$ cat src/hw/rtl/pngfe_pkg.sv
// Package for the PNG scanline filter encoder: shared types, codes and constants.
// Used by every module under hw/rtl except pngfe_ram; depends on nothing.
package pngfe_pkg;

    // Configuration register indexes
    localparam int CFG_IDX_W  = 1;
    localparam int CFG_DATA_W = 13;
    localparam logic [CFG_IDX_W-1:0] REG_BPP      = 1'd0;
    localparam logic [CFG_IDX_W-1:0] REG_LINE_LEN = 1'd1;

    // Left-neighbour distance limit and history depth (power of two)
    localparam logic [3:0] MAX_BPP   = 4'd8;
    localparam int         HIST_DEPTH = 8;
    localparam int         HIST_W     = 3;

    // Queue between front and back (power of two)
    localparam int Q_DEPTH = 4;
    localparam int Q_PTR_W = 2;
    localparam int Q_CNT_W = 3;

    // Filter type codes; 5 to 7 behave as none
    typedef enum logic [2:0] {
        FILT_NONE  = 3'd0,
        FILT_SUB   = 3'd1,
        FILT_UP    = 3'd2,
        FILT_AVG   = 3'd3,
        FILT_PAETH = 3'd4
    } filt_t;

    // Classified word leaving the front stage
    typedef struct packed {
        logic [7:0]        pixel;
        logic [2:0]        filt;
        logic              no_prev;
        logic              have_left;
        logic [HIST_W-1:0] hidx;
        logic [HIST_W-1:0] widx;
        logic              last;
    } front_item_t;

    // Queue entry: classified word plus the byte above it
    typedef struct packed {
        front_item_t item;
        logic [7:0]  above;
    } entry_t;

endpackage

$ cat src/hw/rtl/pngfe_back.sv
// Back stage: left and upper-left history, prediction, subtraction and the
// output register. Uses pngfe_pkg.
module pngfe_back (
    input  logic              aclk,
    input  logic              aresetn,
    input  logic              in_valid,
    input  pngfe_pkg::entry_t in_entry,
    output logic              in_ready,
    output logic              m_tvalid,
    input  logic              m_tready,
    output logic [7:0]        m_tdata,
    output logic              m_tlast
);

    logic [7:0] left_hist_reg [0:pngfe_pkg::HIST_DEPTH-1];
    logic [7:0] ul_hist_reg   [0:pngfe_pkg::HIST_DEPTH-1];
    logic       out_valid_reg;
    logic [7:0] out_data_reg;
    logic       out_last_reg;

    logic       fire;
    logic [7:0] a_val;
    logic [7:0] b_val;
    logic [7:0] c_val;
    logic [8:0] ab_sum;
    logic [7:0] pred;
    logic [7:0] filtered;

    // Nearest of a, b, c to a+b-c; ties prefer a, then b
    function automatic logic [7:0] paeth(input logic [7:0] a, input logic [7:0] b,
                                         input logic [7:0] c);
        logic [9:0] pa;
        logic [9:0] pb;
        logic [9:0] pc;
        logic [9:0] sab;
        logic [9:0] cc;
        pa  = (b > c) ? 10'(b) - 10'(c) : 10'(c) - 10'(b);
        pb  = (a > c) ? 10'(a) - 10'(c) : 10'(c) - 10'(a);
        sab = 10'(a) + 10'(b);
        cc  = {1'b0, c, 1'b0};
        pc  = (sab > cc) ? sab - cc : cc - sab;
        if (pa <= pb && pa <= pc) begin
            paeth = a;
        end else if (pb <= pc) begin
            paeth = b;
        end else begin
            paeth = c;
        end
    endfunction

    assign in_ready = !out_valid_reg || m_tready;
    assign fire     = in_valid & in_ready;

    always_comb begin
        a_val  = in_entry.item.have_left ? left_hist_reg[in_entry.item.hidx] : 8'd0;
        c_val  = in_entry.item.have_left ? ul_hist_reg[in_entry.item.hidx] : 8'd0;
        b_val  = in_entry.above;
        ab_sum = 9'(a_val) + 9'(b_val);
        case (in_entry.item.filt)
            pngfe_pkg::FILT_SUB:   pred = a_val;
            pngfe_pkg::FILT_UP:    pred = b_val;
            pngfe_pkg::FILT_AVG:   pred = ab_sum[8:1];
            pngfe_pkg::FILT_PAETH: pred = paeth(a_val, b_val, c_val);
            default:               pred = 8'd0;
        endcase
        filtered = in_entry.item.pixel - pred;
    end

    always_ff @(posedge aclk) begin
        if (!aresetn) begin
            out_valid_reg <= 1'b0;
            for (int i = 0; i < pngfe_pkg::HIST_DEPTH; i++) begin
                left_hist_reg[i] <= 8'd0;
                ul_hist_reg[i]   <= 8'd0;
            end
        end else begin
            if (fire) begin
                out_valid_reg                    <= 1'b1;
                left_hist_reg[in_entry.item.widx] <= in_entry.item.pixel;
                ul_hist_reg[in_entry.item.widx]   <= b_val;
            end else if (m_tready) begin
                out_valid_reg <= 1'b0;
            end
        end
    end

    always_ff @(posedge aclk) begin
        if (fire) begin
            out_data_reg <= filtered;
            out_last_reg <= in_entry.item.last;
        end
    end

    assign m_tvalid = out_valid_reg;
    assign m_tdata  = out_data_reg;
    assign m_tlast  = out_last_reg;

endmodule

$ cat config.mk
export PLATFORM = sky130hd
export DESIGN_NAME = pngfe_back
export DESIGN_NICKNAME = d
export VERILOG_FILES = /design/src/hw/rtl/pngfe_pkg.sv /design/src/hw/rtl/pngfe_back.sv
export SDC_FILE = /design/constraint.sdc
export NUM_CORES = 1
export LEC_CHECK = 0
export ABC_AREA = 1
export ABC_CLOCK_PERIOD_IN_PS = 8800
export BUFFER_PORTS_ARGS = -buffer_cell sky130_fd_sc_hd__buf_2
export CAP_MARGIN = 0
export CORE_MARGIN = 2
export CORE_UTILIZATION = 50
export DETAILED_ROUTE_END_ITERATION = 8
export PLACE_DENSITY = 0.74
export SLEW_MARGIN = 15
export SYNTH_ARGS = -nofsm -noshare
export SYNTH_HDL_FRONTEND = slang
export SYNTH_SLANG_ARGS = --single-unit
$ cat constraint.sdc
create_clock -name aclk -period 8.8 [get_ports aclk]
set_input_delay 0.44 -clock aclk [delete_from_list [all_inputs] [get_ports aclk]]
set_output_delay 0.44 -clock aclk [all_outputs]
set_load 0.005 [all_outputs]
==> results.toml, run 1 <==
[synth]
syn_area_per_cell_sq_um = 8.57
ys_warn_count = 0
synth_fa_ha_area_share_pct = 12.4
synth_top_family_by_area = "simple AND/OR/NAND/NOR gates"
ys_types = 52
syn-cell-area_sq_mm = 0.00976
synth-simple-area-share_pct = 19.4
syn_nets = 1265
synth_mux_area_share_pct = 0.513
synthArstFlopShare_pct = 0
synth-main-ff-cell = "edfxtp_1"
synth_compound_area_share_pct = 15.2
synth_xor_xnor_area_share_pct = 2.42
ys_seq_area_share_pct = 42.3
synth_seq_cells = 138
synth_cells = 1139
synth_enable_flop_cells = 137

[timing]
rsz0062_at_grt = "false"
slew_headroom_pct = 27.3
worstMarginPinSlew_ps = 1090
finalSetupViolCount = 0
whs_ps = 200
fmaxAchievable_mhz = 125
setup_tns_ps = 0
hold_violations = 0
fin_crit_sh_pct = 90.7
fin_worst_skew_ps = 5.00
period_needed_ps = 7990
drv_slew = 0

[place]
gp_congestion = 0.958
portBuffers = 41
dpl.hpwl_um = 19900
placed_area_sq_mm = 0.0104

[power_and_ir_drop]
power_leakage_nw = 5.14
peakVddDrop_mv = 0.157
power_density_mw_per_mm2 = 228
p_total_mw = 2.51

[clock_network]
clock_latency_ps = 420
cts.sinks = 138
cts_tree = "done"
cts_setup_buffers = 0
root_buffer = "clkbuf_16"
clk_pin_slew_ps = 50
htree_num_levels = 4
cts_hold_buf = 0
clk_path_buf_depth = 2
cts_made_buffers = 17
post_cts_resized = 0

[detailed_routing]
routedWlPerCell_um = 18.6
routed_wl_um = 27500
postRouteAntennaNets = 0
drt_iter0_drc = 806
drt-pass1-iter-count = 8
drc_errors = 0
vias_per_cell = 5.65
vias = 8363

[final_layout]
final_cell_mix = "213 x nor2_1, 145 x nand2_1, 139 x inv_1"
final_common_cell = "nor2_1"
drive_gt1_share_pct = 12.8
stdcell_area_sq_mm = 0.0110
final_net_count = 1326
synthToLayoutAreaGrowth_pct = 12.7

[worst_setup_path]
worstSetupStartpointType = "input pin"
ff2ff_path_depth = 49
crit_type = "input pin to flip-flop"
endpoint_kind = "flip-flop"
crit_fanout = 34
slowest_stage = "ha_1"
critical_path_arrival_ps = 8160
crit_required_ps = 8970
critPathMaxStageDelay_ps = 340
critical_path.most_common_cell = "inv_1"

[grt]
gr-total-overflow = 0
grt_antenna_before_repair = 0
first_global_vias = 7904
grt_usage_pct = 27.4
grt_pass1_wl_um = 42400
grt_max_degree = 35

[floorplan]
dieHeight_um = 144
dieArea_sq_mm = 0.0207
coreArea_sq_mm = 0.0193
rows = 51
die_x_um = 144
start_util_pct = 50.5
io_pins = 43

[min_path]
hold_path_class = "input pin to flip-flop"
hold_depth = 1

[status]
outcome = "complete, no violations"

[run]
drv_cap = 0
## cells in the mapped netlist, types with 8 or more instances
library cell,instances,share of area (%)
edfxtp_1,137,42
ha_1,89,11
a21oi_1,51,2.6
inv_1,139,5.3
clkinv_1,8,0.31
clkbuf_1,31,1.2
nand3_1,37,1.9
xor2_1,21,1.9
nand2_2,15,0.96
o211ai_1,16,1.2
o22ai_1,14,0.90
o221ai_1,17,1.5
o21ai_0,94,4.8
nand2_1,145,5.6
nor2_1,213,8.2
## per-layer routing
layer | share of wire (%) | GRT usage, %
met5 | 0 | 0
met4 | 3.1 | 11.4
met3 | 5.9 | 3.13
met2 | 49 | 46.6
met1 | 41 | 35.6
## path summary, 6_finish.rpt
check                                   to  slack (ps)           startpoint
worst max register to register  m_tdata[7]         890  left_hist_reg[2][2]
worst max-delay path            m_tdata[7]         810         in_entry[12]
worst min register to register    m_tvalid         510             m_tvalid
worst min-delay path               m_tlast         200          in_entry[8]
## final cells by class
type | instances | area [sq um]
well taps | 265 | 332
clock inverters | 3 | 90.1
flip-flops and latches | 138 | 4130
multi-input cells | 810 | 4880
fillers | 1719 | 8330
repair buffers | 80 | 498
diodes | 1 | 2.50
clock buffers | 29 | 490
inverters | 153 | 574
## stage by stage
step	setup WS [ps]	util [%]	std cells
floorplan	1040	-	1139
global placement	735	53.9	1446
detailed placement	620	53.9	1446
CTS	914	56.9	1478
global route	45.3	56.9	1478
finish	814	56.9	1479
## where the power goes
group	total, mW	switching (mW)	internal (mW)
Clock	0.707	0.246	0.461
Sequential	0.770	0.00750	0.763
Combinational	1.03	0.664	0.371
## logic make-up after synthesis
family          count (synthesis)
compound gates                241
xor+xnor                       27
fa+ha+maj                      94
buf+inv                       191
flops                         138
mux                             5
simple gates                  443
## worst max-delay path: cells and delay by family
family	cells	cell delay [ps]
buf+inv	11	1240
simple gates	15	1670
xor+xnor	2	350
fa+ha+maj	4	1280
compound gates	19	3160
Power figures use the tool's default switching activity.
==> run 2, diff against run 1 <==
- REMOVE_ABC_BUFFERS: unset -> 1
==> run 2 against run 1 <==
Final cell count is 0.74% lower. Total power is 0.75% lower. Maximum frequency is 2.2% lower. Critical path depth is 1 higher. Non-clock buffer count is 10 lower. Critical path type unchanged. Largest power group unchanged.
==> results.toml, run 2 (same netlist as run 1, synthesis figures left out) <==
[power_and_ir_drop]
p_sw_uw = 998
seqPwrFrac_pct = 30.9
switching_share_pct = 40.0
p_total_mw = 2.49
power_leakage_nw = 5.09
power_density_mw_per_mm2 = 228
p_int_mw = 1.49
peakVddDrop_mv = 0.176
p_clk_share_pct = 27.3
comb_power_share_pct = 41.8

[final_layout]
diodes = 0
fill_cells = 1700
final_net_count = 1316
final_common_cell = "nor2_1"
utilization_pct = 56.5
final_cell_mix = "212 x nor2_1, 145 x nand2_1, 139 x inv_1"
synthToLayoutAreaGrowth_pct = 11.8
drive_gt1_share_pct = 13.1

[detailed_routing]
dr_wl_met3_um = 2050
routedWlPerCell_um = 18.4
vias = 8323
drc_errors = 0
vias_per_cell = 5.67
routed_wl_um = 27000
top_layer_used = "met4"
wl_met1_um = 11600
postRouteAntennaNets = 0
route.met2.wl_um = 12800
drt_iter0_drc = 871
drt-pass1-iter-count = 5

[worst_setup_path]
critPathMaxStageDelay_ps = 400
critical_path.most_common_cell = "inv_1"
endpoint_kind = "flip-flop"
worstSetupStartpointType = "input pin"
crit_fanout = 35
crit_required_ps = 8990
critical_path_arrival_ps = 8350
crit_type = "input pin to flip-flop"
slowest_stage = "ha_2"

[grt]
first_global_vias = 7842
grt_antenna_before_repair = 0
grt_max_degree = 36
gr-total-overflow = 0
grt_pass1_wl_um = 41600
grt_usage_pct = 26.6

[clock_network]
cts_tree = "done"
clk_pin_slew_ps = 70
cts.sinks = 138
htree_num_levels = 4
root_buffer = "clkbuf_16"
clock_latency_ps = 430
cts_made_buffers = 17
clk_path_buf_depth = 2
cts_hold_buf = 0

[timing]
setup_tns_ps = 0
fin_worst_skew_ps = 11.1
drv_slew = 0
slew_headroom_pct = 31.2
worstMarginPinSlew_ps = 1030
hold_violations = 0
whs_ps = 185
fmaxAchievable_mhz = 123
finalSetupViolCount = 0
period_needed_ps = 8160
fin_crit_sh_pct = 92.7

[floorplan]
start_util_pct = 50.5
dieHeight_um = 144
die_x_um = 144
coreArea_sq_mm = 0.0193
rows = 51
dieArea_sq_mm = 0.0207
io_pins = 43

[status]
outcome = "complete, no violations"

[place]
dpl.hpwl_um = 19700
gp_congestion = 0.944
portBuffers = 41

[run]
drv_cap = 0

[min_path]
hold_path_class = "input pin to flip-flop"
## run 2: cell count changes in the layout (fill, tap and decap cells not counted), sizes merged
cell,change
buf,-10
clkinvlp,+2
inv,+8
clkbuf,-12
clkinv,+5
bufinv,-3
diode,-1
## run 2: what timing repair did
action / in CTS / in global routing
hold endpoints to repair: 0 / 0
gates resized for setup: 0 / 6
setup buffers: 0 / 1
setup endpoints to repair: 0 / 1
## run 2: critical path, delay by kind of cell
family | cells | cell delay (ps)
compound gates | 18 | 2940
simple gates | 18 | 2070
fa+ha+maj | 4 | 1180
buf+inv | 9 | 1070
xor+xnor | 3 | 580
## run 2: layer usage
metal  vias up  track usage [%]
li1       3982                -
met1      3913             36.5
met5         -                0
met3        52             4.23
met2       376             42.8
met4         0             9.34
## run 2: path summary, 6_finish.rpt
check,startpoint,to,slack (ps),depth (start not counted)
hold / removal,in_entry[8],m_tlast,190,1
setup reg to reg,left_hist_reg[1][2],m_tdata[7],690,49
hold reg to reg,m_tvalid,m_tvalid,530,2
setup / recovery,in_entry[12],m_tdata[7],640,52
## run 2: stage by stage
stage | cells | setup WS, ps | area [sq um]
6_report | 1468 | 638 | 10900
5_1_grt | 1468 | -44.3 | 10900
4_1_cts | 1467 | 658 | 10900
3_5_place_dp | 1435 | 238 | 10300
3_3_place_gp | 1435 | 479 | 10300
2_1_floorplan | 1101 | 1470 | 9590
## run 2: power by group through the flow
stage / Combinational (mW) / Sequential (mW) / Clock [mW]
floorplan: 0.732 / 0.783 / 0
global placement: 0.983 / 0.783 / 0
detailed placement: 1.02 / 0.784 / 0
CTS: 1.02 / 0.771 / 0.681
global route: 1.15 / 0.773 / 0.705
finish: 1.04 / 0.770 / 0.681
## run 2: layout make-up
| class | count | area [sq um] | share of cell area (%) |
|---|---|---|---|
| tap | 265 | 332 | 3.04 |
| clock buffer | 17 | 425 | 3.90 |
| sequential | 138 | 4130 | 37.9 |
| multi-input combinational | 810 | 4890 | 44.8 |
| timing repair buffer | 70 | 427 | 3.91 |
| inverter | 153 | 577 | 5.28 |
| clock inverter | 15 | 133 | 1.21 |
