==> config.mk <==
export PLATFORM = sky130hd
export DESIGN_NAME = pngfe_queue
export DESIGN_NICKNAME = d
export VERILOG_FILES = /design/src/hw/rtl/pngfe_pkg.sv /design/src/hw/rtl/pngfe_queue.sv
export SDC_FILE = /design/constraint.sdc
export NUM_CORES = 1
export LEC_CHECK = 0
export ABC_AREA = 1
export ABC_CLOCK_PERIOD_IN_PS = 1900
export BUFFER_PORTS_ARGS = -buffer_cell sky130_fd_sc_hd__buf_2
export CAP_MARGIN = 20
export CORE_ASPECT_RATIO = 1.2
export CORE_MARGIN = 2
export CORE_UTILIZATION = 30
export CTS_BUF_LIST = sky130_fd_sc_hd__clkbuf_2
export CTS_CLUSTER_SIZE = 40
export DETAILED_ROUTE_END_ITERATION = 7
export MAX_ROUTING_LAYER = met4
export PLACE_DENSITY_LB_ADDON = 0.1
export RECOVER_POWER = 100
export SYNTH_ARGS = -nofsm -noshare
export SYNTH_HDL_FRONTEND = slang
export SYNTH_SLANG_ARGS = --single-unit
==> constraint.sdc <==
create_clock -name aclk -period 1.9 [get_ports aclk]
set_input_delay 0.38 -clock aclk [delete_from_list [all_inputs] [get_ports aclk]]
set_output_delay 0.38 -clock aclk [all_outputs]
set_load 0.03 [all_outputs]
==> src/hw/rtl/pngfe_pkg.sv <==
// Package for the PNG scanline filter encoder: shared types, codes and constants.
// Used by every module under hw/rtl except pngfe_ram; depends on nothing.
package pngfe_pkg;

    // Configuration register indexes
    localparam int CFG_IDX_W  = 1;
    localparam int CFG_DATA_W = 13;
    localparam logic [CFG_IDX_W-1:0] REG_BPP      = 1'd0;
    localparam logic [CFG_IDX_W-1:0] REG_LINE_LEN = 1'd1;

    // Left-neighbour distance limit and history depth (power of two)
    localparam logic [3:0] MAX_BPP   = 4'd8;
    localparam int         HIST_DEPTH = 8;
    localparam int         HIST_W     = 3;

    // Queue between front and back (power of two)
    localparam int Q_DEPTH = 4;
    localparam int Q_PTR_W = 2;
    localparam int Q_CNT_W = 3;

    // Filter type codes; 5 to 7 behave as none
    typedef enum logic [2:0] {
        FILT_NONE  = 3'd0,
        FILT_SUB   = 3'd1,
        FILT_UP    = 3'd2,
        FILT_AVG   = 3'd3,
        FILT_PAETH = 3'd4
    } filt_t;

    // Classified word leaving the front stage
    typedef struct packed {
        logic [7:0]        pixel;
        logic [2:0]        filt;
        logic              no_prev;
        logic              have_left;
        logic [HIST_W-1:0] hidx;
        logic [HIST_W-1:0] widx;
        logic              last;
    } front_item_t;

    // Queue entry: classified word plus the byte above it
    typedef struct packed {
        front_item_t item;
        logic [7:0]  above;
    } entry_t;

endpackage

==> src/hw/rtl/pngfe_queue.sv <==
// Short queue of classified words between the front and back stages.
// Uses pngfe_pkg.
module pngfe_queue (
    input  logic                          aclk,
    input  logic                          aresetn,
    input  logic                          push,
    input  pngfe_pkg::entry_t             push_entry,
    input  logic                          pop_ready,
    output logic                          out_valid,
    output pngfe_pkg::entry_t             out_entry,
    output logic [pngfe_pkg::Q_CNT_W-1:0] level
);

    pngfe_pkg::entry_t                    slot_reg [0:pngfe_pkg::Q_DEPTH-1];
    logic [pngfe_pkg::Q_PTR_W-1:0]        wr_ptr_reg;
    logic [pngfe_pkg::Q_PTR_W-1:0]        rd_ptr_reg;
    logic [pngfe_pkg::Q_CNT_W-1:0]        level_reg;
    logic                                 pop;

    assign out_valid = level_reg != '0;
    assign out_entry = slot_reg[rd_ptr_reg];
    assign level     = level_reg;
    assign pop       = out_valid & pop_ready;

    always_ff @(posedge aclk) begin
        if (!aresetn) begin
            wr_ptr_reg <= '0;
            rd_ptr_reg <= '0;
            level_reg  <= '0;
        end else begin
            if (push) begin
                wr_ptr_reg <= wr_ptr_reg + 1'b1;
            end
            if (pop) begin
                rd_ptr_reg <= rd_ptr_reg + 1'b1;
            end
            level_reg <= level_reg + pngfe_pkg::Q_CNT_W'(push)
                                   - pngfe_pkg::Q_CNT_W'(pop);
        end
    end

    always_ff @(posedge aclk) begin
        if (push) begin
            slot_reg[wr_ptr_reg] <= push_entry;
        end
    end

endmodule

==> results of run 1 <==
-- cell families (layout without fill, tap and decap cells) --
logic type	Yosys count	after routing	synth area share [%]
adder cells (fa/ha/maj)	7	7	2.064
other	0	1	0
AND/OR/NAND/NOR	77	77	6.326
flip-flops	121	121	76.89
buffers and inverters	34	170	3.910
AO/OA/AOI/OAI	92	92	10.81
-- area by class of cell --
type	count	area share [%]
Clock buffer	19	1.490
Sequential cell	121	55.67
Clock inverter	12	2.078
Multi-Input combinational cell	176	18.22
Tap cell	204	4.000
Antenna cell	1	0.03922
Timing Repair Buffer	122	17.37
Inverter	17	1.137
-- per-stage QoR --
step / power, mW / hold WS, ns / TNS (ns)
after floorplan: 4.581 / 0.4481 / 0
after global placement: 5.216 / 0.4854 / 0
after detailed placement: 5.230 / 0.4756 / 0
after CTS: 7.237 / 0.3542 / -10.65
after global routing: 8.117 / 0.4081 / -12.40
final: 7.690 / 0.4796 / -7.890
-- cells in the final DEF, fill, tap and decap left out, types with 2 or more instances in the layout --
cell type      netlist  routed
o21ai_4              0       6
bufinv_16            0       3
clkbuf_1             7      32
nand2_1             14      13
a21oi_1              5       5
nor2_1              61      61
dlygate4sd3_1        0      31
clkbuf_2             0      25
clkbuf_16            0       6
buf_6                6      22
dfxtp_1              9       6
buf_12               0       5
clkinv_2             0       4
nand3_1              2       2
clkinvlp_4           0       2
buf_4                1      15
o22ai_2              0      16
o21ai_1             15      12
o21ai_0             43      15
o21ai_2              0      25
dfxtp_4              0       2
o22ai_1             28      11
ha_1                 6       6
clkinv_1             1       4
inv_1               15      15
edfxtp_1           112     112
buf_2                3       3
-- metal layers --
| layer | vias up | part of all wire, % | track usage (%) |
|---|---|---|---|
| li1 | 1467 | - | - |
| met5 | - | 0 | - |
| met2 | 59 | 51 | 21.99 |
| met1 | 1474 | 45 | 17.11 |
| met4 | 0 | 1.9 | 6.316 |
| met3 | 15 | 3.0 | 3.833 |
-- power by group through the flow --
stage	clock network, mW	logic, mW	registers (mW)
floorplan	0	1.36	3.22
global placement	0	2.03	3.19
detailed placement	0	2.04	3.19
CTS	1.69	2.41	3.14
global route	1.81	3.14	3.16
finish	1.62	2.93	3.15
-- Yosys cell counts (2+ instances only) --
library cell	count
clkbuf_1	7
buf_2	3
o22ai_1	28
nor2_1	61
nand3_1	2
edfxtp_1	112
dfxtp_1	9
o21ai_1	15
inv_1	15
nand2_1	14
ha_1	6
a21oi_1	5
o21ai_0	43
buf_6	6
-- repair_timing --
action,CTS,global route
hold buffers,31,0
endpoints found under the setup margin,29,29
gates resized for setup,53,99
pin swaps,1,32
gates cloned,1,8
setup buffers,2,4
hold endpoints to repair,121,0
-- final timing paths --
check                  from         endpoint  cells past startpoint
min reg2reg   rd_ptr_reg[0]    rd_ptr_reg[0]                      2
max reg2reg        level[2]         level[2]                      8
min          push_entry[16]  slot_reg[3][16]                      2
max                    flop     out_entry[7]                      5
==> flow_results.xml, run 1 <==
<?xml version="1.0" encoding="UTF-8"?>
<metrics>
  <group name="timing">
    <metric name="final-setup-viol-count" unit="">28</metric>
    <metric name="timing_worst_slew_pin_value" unit="ns">0.8153</metric>
    <metric name="timing.fmax" unit="MHz">453.0</metric>
    <metric name="pins_over_slew_limit" unit="">0</metric>
    <metric name="period_share" unit="%">116.2</metric>
    <metric name="setup_repair_after_global_routing_missed_its_margin" unit="">yes</metric>
    <metric name="layout_setup_ws" unit="ns">-0.3076</metric>
    <metric name="hold_violations" unit="">0</metric>
    <metric name="finalWorstPathRequiredPeriod" unit="ns">2.208</metric>
    <metric name="skew" unit="ns">0.02679</metric>
    <metric name="worst_slew_margin_rel" unit="%">45.65</metric>
  </group>
  <group name="final_layout">
    <metric name="multi_input_area" unit="µm²">1162</metric>
    <metric name="utilization" unit="%">42.48</metric>
    <metric name="stdcell_area" unit="µm²">6381</metric>
    <metric name="layout.filler_cells" unit="">1454</metric>
    <metric name="layout_cell_share_with_drive_strength_beyond_1" unit="%">29.98</metric>
    <metric name="largest_register_ffs" unit="">112</metric>
    <metric name="finalNetCount" unit="">494</metric>
    <metric name="register_area" unit="µm²">3552</metric>
    <metric name="finish.cell_count_without_fillers" unit="">672</metric>
    <metric name="syn2layout_area_growth" unit="%">38.47</metric>
  </group>
  <group name="detailed_routing">
    <metric name="detail_route.vias_per_cell" unit="">4.487</metric>
    <metric name="number_of_detailed_routing_iterations_run_before_antenna_repair" unit="">4</metric>
    <metric name="routed-via-count" unit="">3015</metric>
    <metric name="route.detailed.wl_per_inst" unit="µm">16.89</metric>
    <metric name="drt.antenna.violating_nets" unit="">0</metric>
    <metric name="postRouteWirelength" unit="µm">11350</metric>
    <metric name="detail_route.iter0.violations" unit="">142</metric>
    <metric name="drc" unit="">0</metric>
  </group>
  <group name="power_and_ir_drop">
    <metric name="internal_power" unit="mW">4.989</metric>
    <metric name="comb_power_share" unit="%">38.1</metric>
    <metric name="power_switching" unit="mW">2.701</metric>
    <metric name="power.density_cell_area" unit="nW/µm²">1205</metric>
    <metric name="power.static_leakage" unit="nW">2.302</metric>
    <metric name="clock_power_share" unit="%">21.0</metric>
    <metric name="sw_share" unit="%">35.13</metric>
    <metric name="p_seq_share" unit="%">40.9</metric>
    <metric name="irDropWorstVdd" unit="mV">0.5566</metric>
  </group>
  <group name="worst_setup_path">
    <metric name="worstSetupStartpointType" unit="">flop</metric>
    <metric name="critPathSlowestCell" unit="">dfxtp_4</metric>
    <metric name="reg2reg_setup_slack" unit="ns">0.12</metric>
    <metric name="critPathTopFamily" unit="">buffers and inverters</metric>
    <metric name="timing.critical_path.cells" unit="">clkinvlp_4 &gt; clkbuf_16 &gt; o21ai_2 &gt; o22ai_1 &gt; buf_4</metric>
    <metric name="worstPathRequired" unit="ns">1.52</metric>
    <metric name="timing_worst_setup_path_type" unit="">flop to output port</metric>
    <metric name="critPathArrivalTime" unit="ns">1.83</metric>
    <metric name="worst_path_buf_inv" unit="">3</metric>
    <metric name="critical_path.max_fanout" unit="">7</metric>
    <metric name="max_stage_delay" unit="ns">0.39</metric>
    <metric name="crit_path_end_kind" unit="">output port</metric>
  </group>
  <group name="flow_run">
    <metric name="number_of_max_cap_violations" unit="">0</metric>
  </group>
  <group name="yosys">
    <metric name="yosysUniqueCellTypes" unit="">19</metric>
    <metric name="synth_top_cell_area_share" unit="%">72.98</metric>
    <metric name="synthesis.area" unit="µm²">4608</metric>
    <metric name="synth_ff_type" unit="">edfxtp_1</metric>
    <metric name="ys_seq_area_share" unit="%">76.89</metric>
    <metric name="synth.net_count" unit="">370</metric>
    <metric name="synth_edf_count" unit="">112</metric>
    <metric name="synth_top_cell_by_area" unit="">edfxtp_1</metric>
    <metric name="synth_seq_cells" unit="">121</metric>
    <metric name="syn_area_per_cell" unit="µm²">13.92</metric>
    <metric name="post_synth_main_area_contributors" unit="">edfxtp_1 73%, nor2_1 5.0%, o21ai_0 4.7%, dfxtp_1 3.9%, o22ai_1 3.8%</metric>
    <metric name="async_flop_share" unit="%">0</metric>
    <metric name="synth_cells" unit="">331</metric>
    <metric name="ys_warn_count" unit="">0</metric>
  </group>
  <group name="place">
    <metric name="post_dp_cell_area" unit="µm²">5226</metric>
    <metric name="gp_congestion" unit="">0.7021</metric>
    <metric name="place_inst" unit="">596</metric>
    <metric name="dp_worst_setup_slack" unit="ns">0.09591</metric>
    <metric name="dp_hpwl" unit="µm">6014</metric>
    <metric name="io_buffers" unit="">63</metric>
  </group>
  <group name="floorplanning">
    <metric name="floorplan.initialDensity" unit="%">30.68</metric>
    <metric name="core-area" unit="µm²">15020</metric>
    <metric name="chipHeight" unit="µm">139.8</metric>
    <metric name="floorplan.rows" unit="">49</metric>
    <metric name="die_span_in_x" unit="µm">117.1</metric>
    <metric name="ioPinCount" unit="">64</metric>
    <metric name="fp.dieArea" unit="µm²">16370</metric>
  </group>
  <group name="grt">
    <metric name="globalRouteOverflowTotal" unit="">0</metric>
    <metric name="grt_util_overall" unit="%">14.15</metric>
    <metric name="grt_max_degree" unit="">39</metric>
    <metric name="grt_pass1_vias" unit="">2901</metric>
    <metric name="wire_length_of_the_first_global_routing_pass" unit="µm">16110</metric>
    <metric name="antenna_found_initial" unit="">1</metric>
  </group>
  <group name="worst_hold_path">
    <metric name="min_path_type" unit="">input port to flop</metric>
  </group>
  <group name="clock_network">
    <metric name="cts-htree-levels" unit="">4</metric>
    <metric name="clk_path_buf_depth" unit="">2</metric>
    <metric name="worst_setup_hold_path_clk_slew" unit="ns">0.19</metric>
    <metric name="clock_tree.root_cell" unit="">clkbuf_2</metric>
    <metric name="tritoncts" unit="">done</metric>
    <metric name="worstSkewPairLatency" unit="ns">0.69</metric>
    <metric name="cts-buffers-inserted" unit="">17</metric>
    <metric name="clock_sinks" unit="">121</metric>
  </group>
  <group name="status">
    <metric name="status" unit="">complete, but fails checks</metric>
    <metric name="violations" unit="">setup timing</metric>
  </group>
</metrics>
No activity file was read; power rests on OpenSTA's default activity.
==> run 2: changes to the inputs <==
--- a/config.mk
+++ b/config.mk
@@ -21,3 +21,4 @@
 export SYNTH_ARGS = -nofsm -noshare
 export SYNTH_HDL_FRONTEND = slang
 export SYNTH_SLANG_ARGS = --single-unit
+export TNS_END_PERCENT = 10
==> run 2 against run 1 <==
  * The flow still finishes with violations (setup timing)
  * Wire length fell by 7.5%
  * Clock power barely moved
  * Cell count shrank 1.0%
  * Die area stayed put
  * Critical path depth stayed put
  * Total power decreased by 5.3%
  * Non-clock buffer count decreased by 7
  * Clock skew down 0.0075 ns
  * Via count is 3.3% lower
  * Design area is 5.7% lower
==> flow_results.xml, run 2 (synthesis results as in run 1) <==
<?xml version="1.0" encoding="UTF-8"?>
<metrics>
  <group name="status">
    <metric name="status" unit="">complete, but fails checks</metric>
    <metric name="violations" unit="">setup timing</metric>
  </group>
  <group name="timing">
    <metric name="worst_slew_margin_rel" unit="%">46.12</metric>
    <metric name="hold-worst-slack" unit="ns">0.4944</metric>
    <metric name="finalWorstPathRequiredPeriod" unit="ns">2.222</metric>
    <metric name="timing_worst_slew_pin_value" unit="ns">0.8082</metric>
    <metric name="final-setup-viol-count" unit="">28</metric>
    <metric name="skew" unit="ns">0.01930</metric>
    <metric name="timing.fmax" unit="MHz">450.1</metric>
    <metric name="layout_setup_ws" unit="ns">-0.3217</metric>
    <metric name="setup_repair_after_global_routing_missed_its_margin" unit="">yes</metric>
    <metric name="pins_over_slew_limit" unit="">0</metric>
    <metric name="final.setup.tns" unit="ns">-7.753</metric>
    <metric name="period_share" unit="%">116.9</metric>
    <metric name="hold_violations" unit="">0</metric>
  </group>
  <group name="detailed_routing">
    <metric name="detail_route.iter0.violations" unit="">173</metric>
    <metric name="number_of_detailed_routing_iterations_run_before_antenna_repair" unit="">4</metric>
    <metric name="route.detailed.wl_per_inst" unit="µm">15.78</metric>
    <metric name="detail_route.vias_per_cell" unit="">4.386</metric>
    <metric name="drc" unit="">0</metric>
    <metric name="routed-via-count" unit="">2917</metric>
    <metric name="postRouteWirelength" unit="µm">10500</metric>
    <metric name="drt.antenna.violating_nets" unit="">0</metric>
  </group>
  <group name="worst_setup_path">
    <metric name="critPathArrivalTime" unit="ns">1.84</metric>
    <metric name="critical_path.max_fanout" unit="">18</metric>
    <metric name="timing.critical_path.cells" unit="">inv_4 &gt; buf_12 &gt; o21ai_0 &gt; o22ai_2 &gt; buf_4</metric>
    <metric name="worstPathRequired" unit="ns">1.52</metric>
    <metric name="timing_worst_setup_path_type" unit="">flop to output port</metric>
    <metric name="worstSetupStartpointType" unit="">flop</metric>
    <metric name="critPathSlowestCell" unit="">dfxtp_4</metric>
    <metric name="crit_path_end_kind" unit="">output port</metric>
    <metric name="max_stage_delay" unit="ns">0.46</metric>
  </group>
  <group name="clock_network">
    <metric name="clk_path_buf_depth" unit="">2</metric>
    <metric name="cts-htree-levels" unit="">4</metric>
    <metric name="worst_setup_hold_path_clk_slew" unit="ns">0.18</metric>
    <metric name="clock_tree.root_cell" unit="">clkbuf_2</metric>
    <metric name="worstSkewPairLatency" unit="ns">0.68</metric>
    <metric name="clock_sinks" unit="">121</metric>
    <metric name="tritoncts" unit="">done</metric>
    <metric name="cts-buffers-inserted" unit="">17</metric>
  </group>
  <group name="grt">
    <metric name="grt_max_degree" unit="">39</metric>
    <metric name="grt_pass1_vias" unit="">2890</metric>
    <metric name="antenna_found_initial" unit="">1</metric>
    <metric name="grt_util_overall" unit="%">14.10</metric>
    <metric name="wire_length_of_the_first_global_routing_pass" unit="µm">16050</metric>
    <metric name="globalRouteOverflowTotal" unit="">0</metric>
  </group>
  <group name="power_and_ir_drop">
    <metric name="comb_power_share" unit="%">34.6</metric>
    <metric name="internal_power" unit="mW">4.785</metric>
    <metric name="sw_share" unit="%">34.31</metric>
    <metric name="p_seq_share" unit="%">43.3</metric>
    <metric name="power_switching" unit="mW">2.499</metric>
    <metric name="irDropWorstVdd" unit="mV">0.5626</metric>
    <metric name="clock_power_share" unit="%">22.1</metric>
    <metric name="total_power" unit="mW">7.283</metric>
    <metric name="power.static_leakage" unit="nW">2.166</metric>
    <metric name="power.density_cell_area" unit="nW/µm²">1210</metric>
  </group>
  <group name="place">
    <metric name="dp_hpwl" unit="µm">6014</metric>
    <metric name="io_buffers" unit="">63</metric>
    <metric name="gp_congestion" unit="">0.7021</metric>
    <metric name="post_dp_cell_area" unit="µm²">5226</metric>
  </group>
  <group name="final_layout">
    <metric name="most_frequent_standard_cell_in_the_layout_excluding_fill_and_tap_cells" unit="">edfxtp_1</metric>
    <metric name="most-common-layout-cells" unit="">112 x edfxtp_1, 59 x nor2_1, 34 x o21ai_0, 31 x dlygate4sd3_1, 31 x clkbuf_1</metric>
    <metric name="largest_register_ffs" unit="">112</metric>
    <metric name="stdcell_area" unit="µm²">6017</metric>
    <metric name="utilization" unit="%">40.06</metric>
    <metric name="layout.filler_cells" unit="">1482</metric>
    <metric name="finalNetCount" unit="">487</metric>
    <metric name="layout_cell_share_with_drive_strength_beyond_1" unit="%">20.65</metric>
    <metric name="register_area" unit="µm²">3550</metric>
    <metric name="multi_input_area" unit="µm²">948.4</metric>
    <metric name="syn2layout_area_growth" unit="%">30.57</metric>
  </group>
  <group name="floorplanning">
    <metric name="floorplan.initialDensity" unit="%">30.68</metric>
    <metric name="floorplan.rows" unit="">49</metric>
    <metric name="ioPinCount" unit="">64</metric>
    <metric name="die_span_in_x" unit="µm">117.1</metric>
    <metric name="fp.dieArea" unit="µm²">16370</metric>
    <metric name="chipHeight" unit="µm">139.8</metric>
    <metric name="core-area" unit="µm²">15020</metric>
  </group>
  <group name="worst_hold_path">
    <metric name="min_path_type" unit="">input port to flop</metric>
  </group>
  <group name="flow_run">
    <metric name="number_of_max_cap_violations" unit="">0</metric>
  </group>
</metrics>
==> run 2: timing repair <==
| action | CTS | global route |
|---|---|---|
| buffers inserted | 0 | 4 |
| endpoints found under the setup margin | 29 | 29 |
| gates cloned | 1 | 1 |
| endpoints found under the hold margin | 121 | 0 |
| hold buffers | 31 | 0 |
| pin swaps | 12 | 6 |
| gates resized for setup | 46 | 28 |
==> run 2: final timing paths <==
kind	startpoint	end	slack, ns	depth (start not counted)
max	flop	out_entry[5]	-0.32	5
min reg2reg	rd_ptr_reg[0]	rd_ptr_reg[0]	0.51	2
min	push_entry[16]	slot_reg[0][16]	0.49	2
max reg2reg	level[1]	level[2]	0.15	8
==> run 2: through the flow <==
step / cells / worst slack, ns
2_1_floorplan: 331 / 0.08970
3_3_place_gp: 596 / 0.1264
3_5_place_dp: 596 / 0.09591
4_1_cts: 659 / -0.4516
5_1_grt: 665 / -0.5156
6_report: 665 / -0.3217
==> run 2: routing by layer <==
metal / vias to the layer above / routed length, µm / GRT usage, %
met5: - / 0 / -
met4: 0 / 197 / 6.316
met3: 14 / 387 / 3.833
met2: 63 / 5195 / 21.93
met1: 1380 / 4715 / 17.02
li1: 1460 / - / -
==> run 2: final cells by class <==
class	count	area share [%]
tap	204	4.242
clock buffer	19	1.580
inverter	17	1.102
antenna	1	0.04159
timing repair buffer	115	16.07
clock inverter	12	2.204
sequential	121	58.99
multi-input combinational	176	15.76
==> run 2: power by group through the flow <==
stage / Combinational [mW] / Clock, mW / Sequential, mW
2_1_floorplan: 1.36 / 0 / 3.22
3_3_place_gp: 2.03 / 0 / 3.19
3_5_place_dp: 2.04 / 0 / 3.19
4_1_cts: 2.37 / 1.69 / 3.15
5_1_grt: 2.72 / 1.82 / 3.17
6_report: 2.52 / 1.61 / 3.16
==> run 2: critical path, delay by kind of cell (launching register included) <==
family / cells / cell delay (ns)
AO/OA/AOI/OAI: 2 / 0.30
flip-flops: 1 / 0.46
buffers and inverters: 3 / 0.42
==> run 3: changes to the inputs <==
--- a/config.mk
+++ b/config.mk
@@ -5,9 +5,8 @@
 export SDC_FILE = /design/constraint.sdc
 export NUM_CORES = 1
 export LEC_CHECK = 0
-export ABC_AREA = 1
 export ABC_CLOCK_PERIOD_IN_PS = 1900
-export BUFFER_PORTS_ARGS = -buffer_cell sky130_fd_sc_hd__buf_2
+export BUFFER_PORTS_ARGS = -buffer_cell sky130_fd_sc_hd__buf_4
 export CAP_MARGIN = 20
 export CORE_ASPECT_RATIO = 1.2
 export CORE_MARGIN = 2
@@ -16,7 +15,7 @@
 export CTS_CLUSTER_SIZE = 40
 export DETAILED_ROUTE_END_ITERATION = 7
 export MAX_ROUTING_LAYER = met4
-export PLACE_DENSITY_LB_ADDON = 0.1
+export PLACE_DENSITY = 0.48
 export RECOVER_POWER = 100
 export SYNTH_ARGS = -nofsm -noshare
 export SYNTH_HDL_FRONTEND = slang
==> run 3 against run 2 <==
  * The flow still finishes with violations (setup timing)
  * Critical path depth is 1 lower
  * Clock power about the same
  * Register-to-register slack lost 0.17 ns
  * Sequential share of layout area increased by 1.0 points
==> flow_results.xml, run 3 <==
<?xml version="1.0" encoding="UTF-8"?>
<metrics>
  <group name="status">
    <metric name="status" unit="">complete, but fails checks</metric>
    <metric name="violations" unit="">setup timing</metric>
  </group>
  <group name="grt">
    <metric name="antenna_found_initial" unit="">0</metric>
    <metric name="grt_max_degree" unit="">29</metric>
    <metric name="grt_pass1_vias" unit="">2429</metric>
    <metric name="wire_length_of_the_first_global_routing_pass" unit="µm">13570</metric>
    <metric name="globalRouteOverflowTotal" unit="">0</metric>
    <metric name="grt_util_overall" unit="%">11.94</metric>
  </group>
  <group name="power_and_ir_drop">
    <metric name="irDropWorstVdd" unit="mV">0.5243</metric>
    <metric name="power.static_leakage" unit="nW">1.980</metric>
    <metric name="power.density_cell_area" unit="nW/µm²">1172</metric>
  </group>
  <group name="yosys">
    <metric name="syn_area_per_cell" unit="µm²">24.00</metric>
    <metric name="synthesis.area" unit="µm²">4559</metric>
    <metric name="ys_warn_count" unit="">0</metric>
    <metric name="async_flop_share" unit="%">0</metric>
    <metric name="synth_ff_type" unit="">edfxtp_1</metric>
    <metric name="synth_seq_cells" unit="">121</metric>
    <metric name="synth_cells" unit="">190</metric>
    <metric name="synth.net_count" unit="">229</metric>
    <metric name="synth_top_cell_by_area" unit="">edfxtp_1</metric>
    <metric name="synth_top_cells_by_count" unit="">112 x edfxtp_1, 20 x mux4_2, 9 x dfxtp_1</metric>
    <metric name="yosysUniqueCellTypes" unit="">20</metric>
    <metric name="synth_top_cell_area_share" unit="%">73.77</metric>
    <metric name="synth_edf_count" unit="">112</metric>
    <metric name="most_numerous_cell_in_the_yosys_netlist" unit="">edfxtp_1</metric>
    <metric name="ys_seq_area_share" unit="%">77.72</metric>
    <metric name="post_synth_main_area_contributors" unit="">edfxtp_1 74%, mux4_2 9.9%, mux4_1 4.6%, dfxtp_1 4.0%, ha_1 1.6%</metric>
  </group>
  <group name="floorplanning">
    <metric name="fp.dieArea" unit="µm²">16200</metric>
    <metric name="floorplan.initialDensity" unit="%">30.48</metric>
    <metric name="chipHeight" unit="µm">139.0</metric>
    <metric name="floorplan.rows" unit="">49</metric>
    <metric name="ioPinCount" unit="">64</metric>
    <metric name="die_span_in_x" unit="µm">116.5</metric>
    <metric name="core-area" unit="µm²">14960</metric>
  </group>
  <group name="clock_network">
    <metric name="clk_path_buf_depth" unit="">2</metric>
    <metric name="clock_tree.root_cell" unit="">clkbuf_2</metric>
    <metric name="worstSkewPairLatency" unit="ns">0.64</metric>
    <metric name="clock_sinks" unit="">121</metric>
    <metric name="tritoncts" unit="">done</metric>
    <metric name="cts-htree-levels" unit="">4</metric>
    <metric name="cts-buffers-inserted" unit="">17</metric>
    <metric name="worst_setup_hold_path_clk_slew" unit="ns">0.18</metric>
  </group>
  <group name="place">
    <metric name="place_inst" unit="">462</metric>
    <metric name="gp_congestion" unit="">0.6453</metric>
    <metric name="io_buffers" unit="">63</metric>
    <metric name="dp_worst_setup_slack" unit="ns">-0.004418</metric>
    <metric name="post_dp_cell_area" unit="µm²">5348</metric>
    <metric name="dp_hpwl" unit="µm">5133</metric>
  </group>
  <group name="worst_setup_path">
    <metric name="critPathArrivalTime" unit="ns">1.99</metric>
    <metric name="timing.critical_path.cells" unit="">buf_12 &gt; buf_12 &gt; mux4_2 &gt; buf_6</metric>
    <metric name="critical_path.max_fanout" unit="">5</metric>
    <metric name="worstSetupStartpointType" unit="">flop</metric>
    <metric name="max_stage_delay" unit="ns">0.50</metric>
    <metric name="critPathTopFamily" unit="">multiplexers</metric>
    <metric name="worstPathRequired" unit="ns">1.52</metric>
    <metric name="critical-path-top-cell-by-count" unit="">buf_12</metric>
    <metric name="timing_worst_setup_path_type" unit="">flop to output port</metric>
    <metric name="critPathSlowestCell" unit="">mux4_2</metric>
    <metric name="worst_path_buf_inv" unit="">3</metric>
    <metric name="reg2reg_setup_slack" unit="ns">-0.02</metric>
    <metric name="crit_path_end_kind" unit="">output port</metric>
  </group>
  <group name="final_layout">
    <metric name="layout_cell_share_with_drive_strength_beyond_1" unit="%">35.80</metric>
    <metric name="antenna-diode-count" unit="">0</metric>
    <metric name="most-common-layout-cells" unit="">112 x edfxtp_1, 30 x clkbuf_1, 29 x dlygate4sd3_1, 27 x mux4_2</metric>
    <metric name="finalNetCount" unit="">350</metric>
    <metric name="layout.filler_cells" unit="">1437</metric>
    <metric name="syn2layout_area_growth" unit="%">29.80</metric>
    <metric name="stdcell_area" unit="µm²">5918</metric>
    <metric name="most_frequent_standard_cell_in_the_layout_excluding_fill_and_tap_cells" unit="">edfxtp_1</metric>
    <metric name="largest_register_ffs" unit="">112</metric>
    <metric name="finish.cell_count_without_fillers" unit="">528</metric>
  </group>
  <group name="detailed_routing">
    <metric name="drt.antenna.violating_nets" unit="">0</metric>
    <metric name="route.detailed.wl_per_inst" unit="µm">16.35</metric>
    <metric name="drc" unit="">0</metric>
    <metric name="detail_route.iter0.violations" unit="">103</metric>
    <metric name="routed-via-count" unit="">2246</metric>
    <metric name="detail_route.vias_per_cell" unit="">4.254</metric>
    <metric name="number_of_detailed_routing_iterations_run_before_antenna_repair" unit="">4</metric>
    <metric name="postRouteWirelength" unit="µm">8634</metric>
  </group>
  <group name="timing">
    <metric name="timing.fmax" unit="MHz">422.7</metric>
    <metric name="final-setup-viol-count" unit="">30</metric>
    <metric name="worst_slew_margin_rel" unit="%">45.20</metric>
    <metric name="pins_over_slew_limit" unit="">0</metric>
    <metric name="hold_violations" unit="">0</metric>
    <metric name="timing_worst_slew_pin_value" unit="ns">0.8221</metric>
    <metric name="setup_repair_after_global_routing_missed_its_margin" unit="">yes</metric>
    <metric name="period_share" unit="%">124.5</metric>
    <metric name="final.setup.tns" unit="ns">-11.98</metric>
    <metric name="skew" unit="ns">0.03609</metric>
    <metric name="finalWorstPathRequiredPeriod" unit="ns">2.366</metric>
    <metric name="layout_setup_ws" unit="ns">-0.4656</metric>
  </group>
  <group name="flow_run">
    <metric name="number_of_max_cap_violations" unit="">0</metric>
  </group>
  <group name="worst_hold_path">
    <metric name="min_path_type" unit="">input port to flop</metric>
  </group>
</metrics>
==> run 3: repair_timing <==
item | 4_1_cts | 5_1_grt
gates cloned | 1 | 0
setup buffers | 4 | 0
hold endpoints to repair | 121 | 0
hold buffers | 29 | 0
endpoints found under the setup margin | 30 | 30
gates resized for setup | 30 | 2
==> run 3: per-stage QoR <==
| step | power, mW | hold WS, ns | util, % |
|---|---|---|---|
| after floorplan | 4.469 | 0.4489 | - |
| after global placement | 5.096 | 0.4621 | 35.75 |
| after detailed placement | 5.114 | 0.4654 | 35.75 |
| after CTS | 7.100 | 0.01490 | 40.36 |
| after global routing | 7.307 | 0.01608 | 39.56 |
| final | 6.935 | 0.1097 | 39.56 |
==> run 3: layer usage <==
layer / GRT usage, % / up-vias / part of all wire [%]
met2: 17.93 / 51 / 50
met4: 4.458 / 0 / 1.3
met5: - / - / 0
met1: 15.37 / 1158 / 46
met3: 3.540 / 7 / 3.0
li1: - / 1030 / -
==> run 3: final cells by class <==
| class | instances | area (µm²) | share of cell area (%) |
|---|---|---|---|
| clock inverters | 15 | 152.6 | 2.579 |
| repair buffers | 108 | 934.6 | 15.79 |
| multi-input cells | 57 | 915.9 | 15.48 |
| well taps | 204 | 255.2 | 4.313 |
| flip-flops and latches | 121 | 3552 | 60.02 |
| clock buffers | 17 | 85.08 | 1.438 |
| inverters | 6 | 22.52 | 0.3805 |
==> run 3: cells by family (layout without fill, tap and decap cells) <==
logic type	count (synthesis)	after routing	share of synthesized area, %
adders and majority gates	7	7	2.086
DFF	121	121	77.72
AOI/OAI and AO/OA	2	2	0.3843
xor gates and xnor gates	2	2	0.6861
muxes	32	32	15.37
and+or+nand+nor	14	14	1.811
buffers and inverters	12	146	1.948
==> run 3: worst paths after layout <==
path | cells after the start | from | to
max | 4 | flop | out_entry[24]
min | 3 | push | wr_ptr_reg[1]
max reg2reg | 7 | level[0] | level[2]
min reg2reg | 2 | rd_ptr_reg[1] | flop
==> run 3: worst min-delay path, delay by kind of cell <==
| family | cells | cell delay [ns] |
|---|---|---|
| muxes | 1 | 0.08 |
| and+or+nand+nor | 1 | 0.09 |
| buffers and inverters | 1 | 0.13 |
==> run 3: where the power goes <==
part / switching, mW / internal [mW]
Combinational: 1.06 / 1.11
Clock: 0.989 / 0.595
Sequential: 0.0905 / 3.09
